--- src/rtl/qsl_ram.sv ---
// ----------------------------------------------------------------------------
// qsl_ram
// Generic single-write, single-read RAM with registered read data.
// ----------------------------------------------------------------------------
module qsl_ram #(
  parameter int WIDTH = 64,
  parameter int DEPTH = 64,
  parameter int ADDR_W = $clog2(DEPTH)
) (
  input  logic              clk,
  input  logic              we,
  input  logic [ADDR_W-1:0] waddr,
  input  logic [WIDTH-1:0]  wdata,
  input  logic [ADDR_W-1:0] raddr,
  output logic [WIDTH-1:0]  rdata
);

  logic [WIDTH-1:0] mem [DEPTH];

  always_ff @(posedge clk) begin
    if (we) begin
      mem[waddr] <= wdata;
    end
    rdata <= mem[raddr];
  end

endmodule

--- config.mk ---
export PLATFORM = sky130hd
export DESIGN_NAME = qsl_ram
export DESIGN_NICKNAME = d
export VERILOG_FILES = /design/src/rtl/qsl_ram.sv
export SDC_FILE = /design/constraint.sdc
export NUM_CORES = 2
export LEC_CHECK = 0
export BUFFER_PORTS_ARGS = -buffer_cell sky130_fd_sc_hd__buf_2
export CORE_ASPECT_RATIO = 0.8
export CORE_MARGIN = 5
export CORE_UTILIZATION = 60
export DETAILED_ROUTE_END_ITERATION = 6
export PLACE_DENSITY = 0.79
export SLEW_MARGIN = 20
export SYNTH_ARGS = -nofsm -noshare
export SYNTH_HDL_FRONTEND = slang
export SYNTH_SLANG_ARGS = --single-unit
--- constraint.sdc ---
create_clock -name clk -period 7 [get_ports clk]
set_input_delay 0.7 -clock clk [delete_from_list [all_inputs] [get_ports clk]]
set_output_delay 0.7 -clock clk [all_outputs]
set_load 0.05 [all_outputs]
==> impl_metrics.toml <==
[floorplanning]
fp.coreArea_um2 = 259000
dieArea_um2 = 271000
die_w_um = 581
initial_core_util_pct = 60.3
die_y_um = 467
rows = 167
design.portCount = 142

[grt]
antenna_found_initial = 35
grt_pass1_wl_um = 631000
globalRouteMet3Util_pct = 11.3
grt_overflow = 0
grt_pass1_vias = 80500
gr-usage-met2_pct = 50.1
grt_use_met1_pct = 45.2
grtUsageTotal_pct = 33.4
grt_max_degree = 141
busiest_layer = "met2"

[critical_path]
critPathSlowestCell = "buf_4"
crit_path_max_fanout = 75
r2r-start = "mem[63][19]"
crit_family = "buffers and inverters"
slowest_delay_ps = 870
rrSetupSlack_ps = 4680
end_kind = "register"
crit_buf_inv = 3
start_kind = "primary input"
cp.arrival_ps = 4100
reg2reg_to = "rdata[19]"
required_ps = 7760
critPathKind = "in -> reg"
crit_chain = "buf_2 > nor2b_4 > buf_12 > buf_4 > a22oi_1 > and3_1 > a211oi_1"
worstRegToRegCells = 5

[routing]
post_drt_wl_per_cell_um = 42.0
vias_per_cell = 7.44
drcViolationCount = 2
vias = 80000
dr.pass1.iters = 7
drt_iter0_markers = 15000
wl_um = 452000
ant_nets = 0

[clock_tree]
cts_setup_buffers = 0
root_buffer = "clkbuf_16"
cts_inserted_buffers = 375
ctsHoldBuffers = 0
cts_sinks = 4160
cts_buffer_depth = 4
clkTransAtPathRegs_ps = 70
insertion_delay_ps = 940
htreeDepth = 5
ctsResizeCount = 0
cts_tree = "yes"

[placed_design]
port-buffer-count = 141
gp_congestion = 0.848
dpl_worst_slack_ps = 2890
dp_hpwl_um = 227000
placed_cell_area_um2 = 162000
place_inst = 10000

[sta]
worst_pin_slew_ps = 1260
fmax_mhz = 299
setup_viol = 0
relSlewSlack_pct = 15.9
fin_setup_tns_ps = 0
fin_crit_sh_pct = 47.7
clock_skew_ps = 55.0
holdWs_ps = 275
rsz0062_at_grt = "false"
drv_slew = 0
final-hold-violation-count = 0
worst_slack_ps = 3660
fin_crit_ps = 3340

[power]
max-vdd-ir-drop_v = 0.000277
switchingPower_mw = 11.1
p_int_mw = 39.9
power_mw = 51.0
cellLeakagePower_nw = 54.3
power_frac_comb_pct = 5.2
powerDensity_nw_per_um2 = 292
swShare_pct = 21.7
seqPwrFrac_pct = 54.3
power_frac_clock_pct = 40.5

[min_path]
hold_start = "wdata[57]"
hp-class = "in -> reg"
min_path_cells = 1
min_to = "mem[1][57]"

[yosys]
syn-num-nets = 6676
synthesis.area_um2 = 156000
yosys.area_share.adder_pct = 0
synth-seq-area-share_pct = 79.5
synth_mux_area_share_pct = 15.6
synth-xor-area-share_pct = 0
synth-seq-cells = 4160
syn_avg_cell_area_um2 = 23.7
synth-simple-area-share_pct = 1.24
ys_types = 33
postSynthCellCount = 6598
synth_compound_area_share_pct = 2.48
synth_top_family_by_area = "multiplexers"
yosysWarnings = 0

[run_status]
violations = "DRC"
outcome = "finished, violations left"

[cells_and_area]
final_nets = 7036
drive_gt1_share_pct = 27.8
fin_area_um2 = 175000
finalNonFillerCells = 10800
fill_cells = 14900
area_delta_synth_final_pct = 11.7
final_core_util_pct = 67.4

[flow_run]
max_cap_violations = 0
## power groups by stage
stage | Sequential (mW) | Combinational, mW | Clock [mW]
after floorplan | 28.4 | 1.28 | 0
after global placement | 28.2 | 2.50 | 0
after detailed placement | 28.2 | 2.56 | 0
after CTS | 27.7 | 2.61 | 20.7
after global routing | 27.7 | 2.75 | 21.9
final | 27.7 | 2.67 | 20.7
## placed cells by master, fill, tap and decap left out, types with 29 or more instances in the layout
master	instances
clkinv_2	68
or3_1	29
dfxtp_1	64
a211oi_1	62
mux4_2	1024
nand3_1	45
clkbuf_16	386
and3_1	64
a22oi_1	168
clkinv_1	73
nand2_1	56
buf_4	201
a22o_1	88
nor2_1	47
edfxtp_1	4096
bufinv_16	35
clkbuf_1	77
o221ai_1	38
o22ai_1	83
buf_12	46
buf_2	99
nor2_4	64
mux2i_1	135
## synthesized netlist by cell type
library cell / count / area (µm²)
edfxtp_1: 4096 / 123000
mux4_2: 1024 / 23100
buf_2: 170 / 851
a22oi_1: 168 / 1260
clkbuf_1: 140 / 526
mux2i_1: 135 / 1350
nor2_1: 112 / 420
a22o_1: 88 / 771
o22ai_1: 83 / 519
and3_1: 64 / 400
dfxtp_1: 64 / 1280
a211oi_1: 63 / 473
nand2_1: 58 / 218
nand3_1: 45 / 225
o221ai_1: 38 / 333
buf_4: 34 / 255
or3_1: 29 / 181
nor2b_1: 28 / 175
or2_2: 28 / 175
a41oi_1: 26 / 228
buf_1: 20 / 75.1
a2bb2oi_1: 19 / 166
inv_1: 19 / 71.3
a31oi_1: 18 / 113
nand2b_1: 11 / 68.8
buf_6: 6 / 67.6
and2_1: 3 / 18.8
nand3b_1: 2 / 15.0
nand4_1: 2 / 12.5
nor3_1: 2 / 10.0
a31o_1: 1 / 8.76
nand4b_1: 1 / 8.76
or3b_2: 1 / 8.76
## state kept, by name, indices dropped and copies added, names as in the netlist
| signal | count |
|---|---|
| mem | 4096 |
| rdata | 64 |
## how the worst max path moves through the flow
stage / end / slack [ps] / start / cells past startpoint
final: rdata[58] / 3660 / raddr[3] / 7
after floorplan: mem[48][0] / 860 / waddr[3] / 4
after CTS: rdata[47] / 3750 / raddr[0] / 8
after global routing: rdata[47] / 3500 / raddr[0] / 8
after global placement: rdata[29] / 2860 / raddr[3] / 7
after detailed placement: rdata[29] / 2890 / raddr[3] / 7
## layout make-up
| type | instances | area, µm² | area share, % |
|---|---|---|---|
| diodes | 25 | 62.6 | 0.0358 |
| clock buffers | 473 | 10100 | 5.77 |
| clock inverters | 211 | 1950 | 1.12 |
| inverters | 19 | 71.3 | 0.0408 |
| multi-input cells | 2049 | 30800 | 17.6 |
| flip-flops and latches | 4160 | 124000 | 71.2 |
| well taps | 3464 | 4330 | 2.48 |
| repair buffers | 353 | 3090 | 1.77 |
## logic make-up after synthesis
| kind of cell | count (synthesis) |
|---|---|
| DFF | 4160 |
| muxes | 1159 |
| AOI/OAI and AO/OA | 504 |
| buffers and inverters | 389 |
| and+or+nand+nor | 386 |
## metal layers
layer | wire, µm | part of all wire [%] | vias up
li1 | - | - | 29200
met5 | 228 | 0.050 | -
met2 | 207000 | 46 | 8212
met3 | 73900 | 16 | 1389
met4 | 25800 | 5.7 | 16
met1 | 145000 | 32 | 41200
No activity file was read; power rests on OpenSTA's default activity.
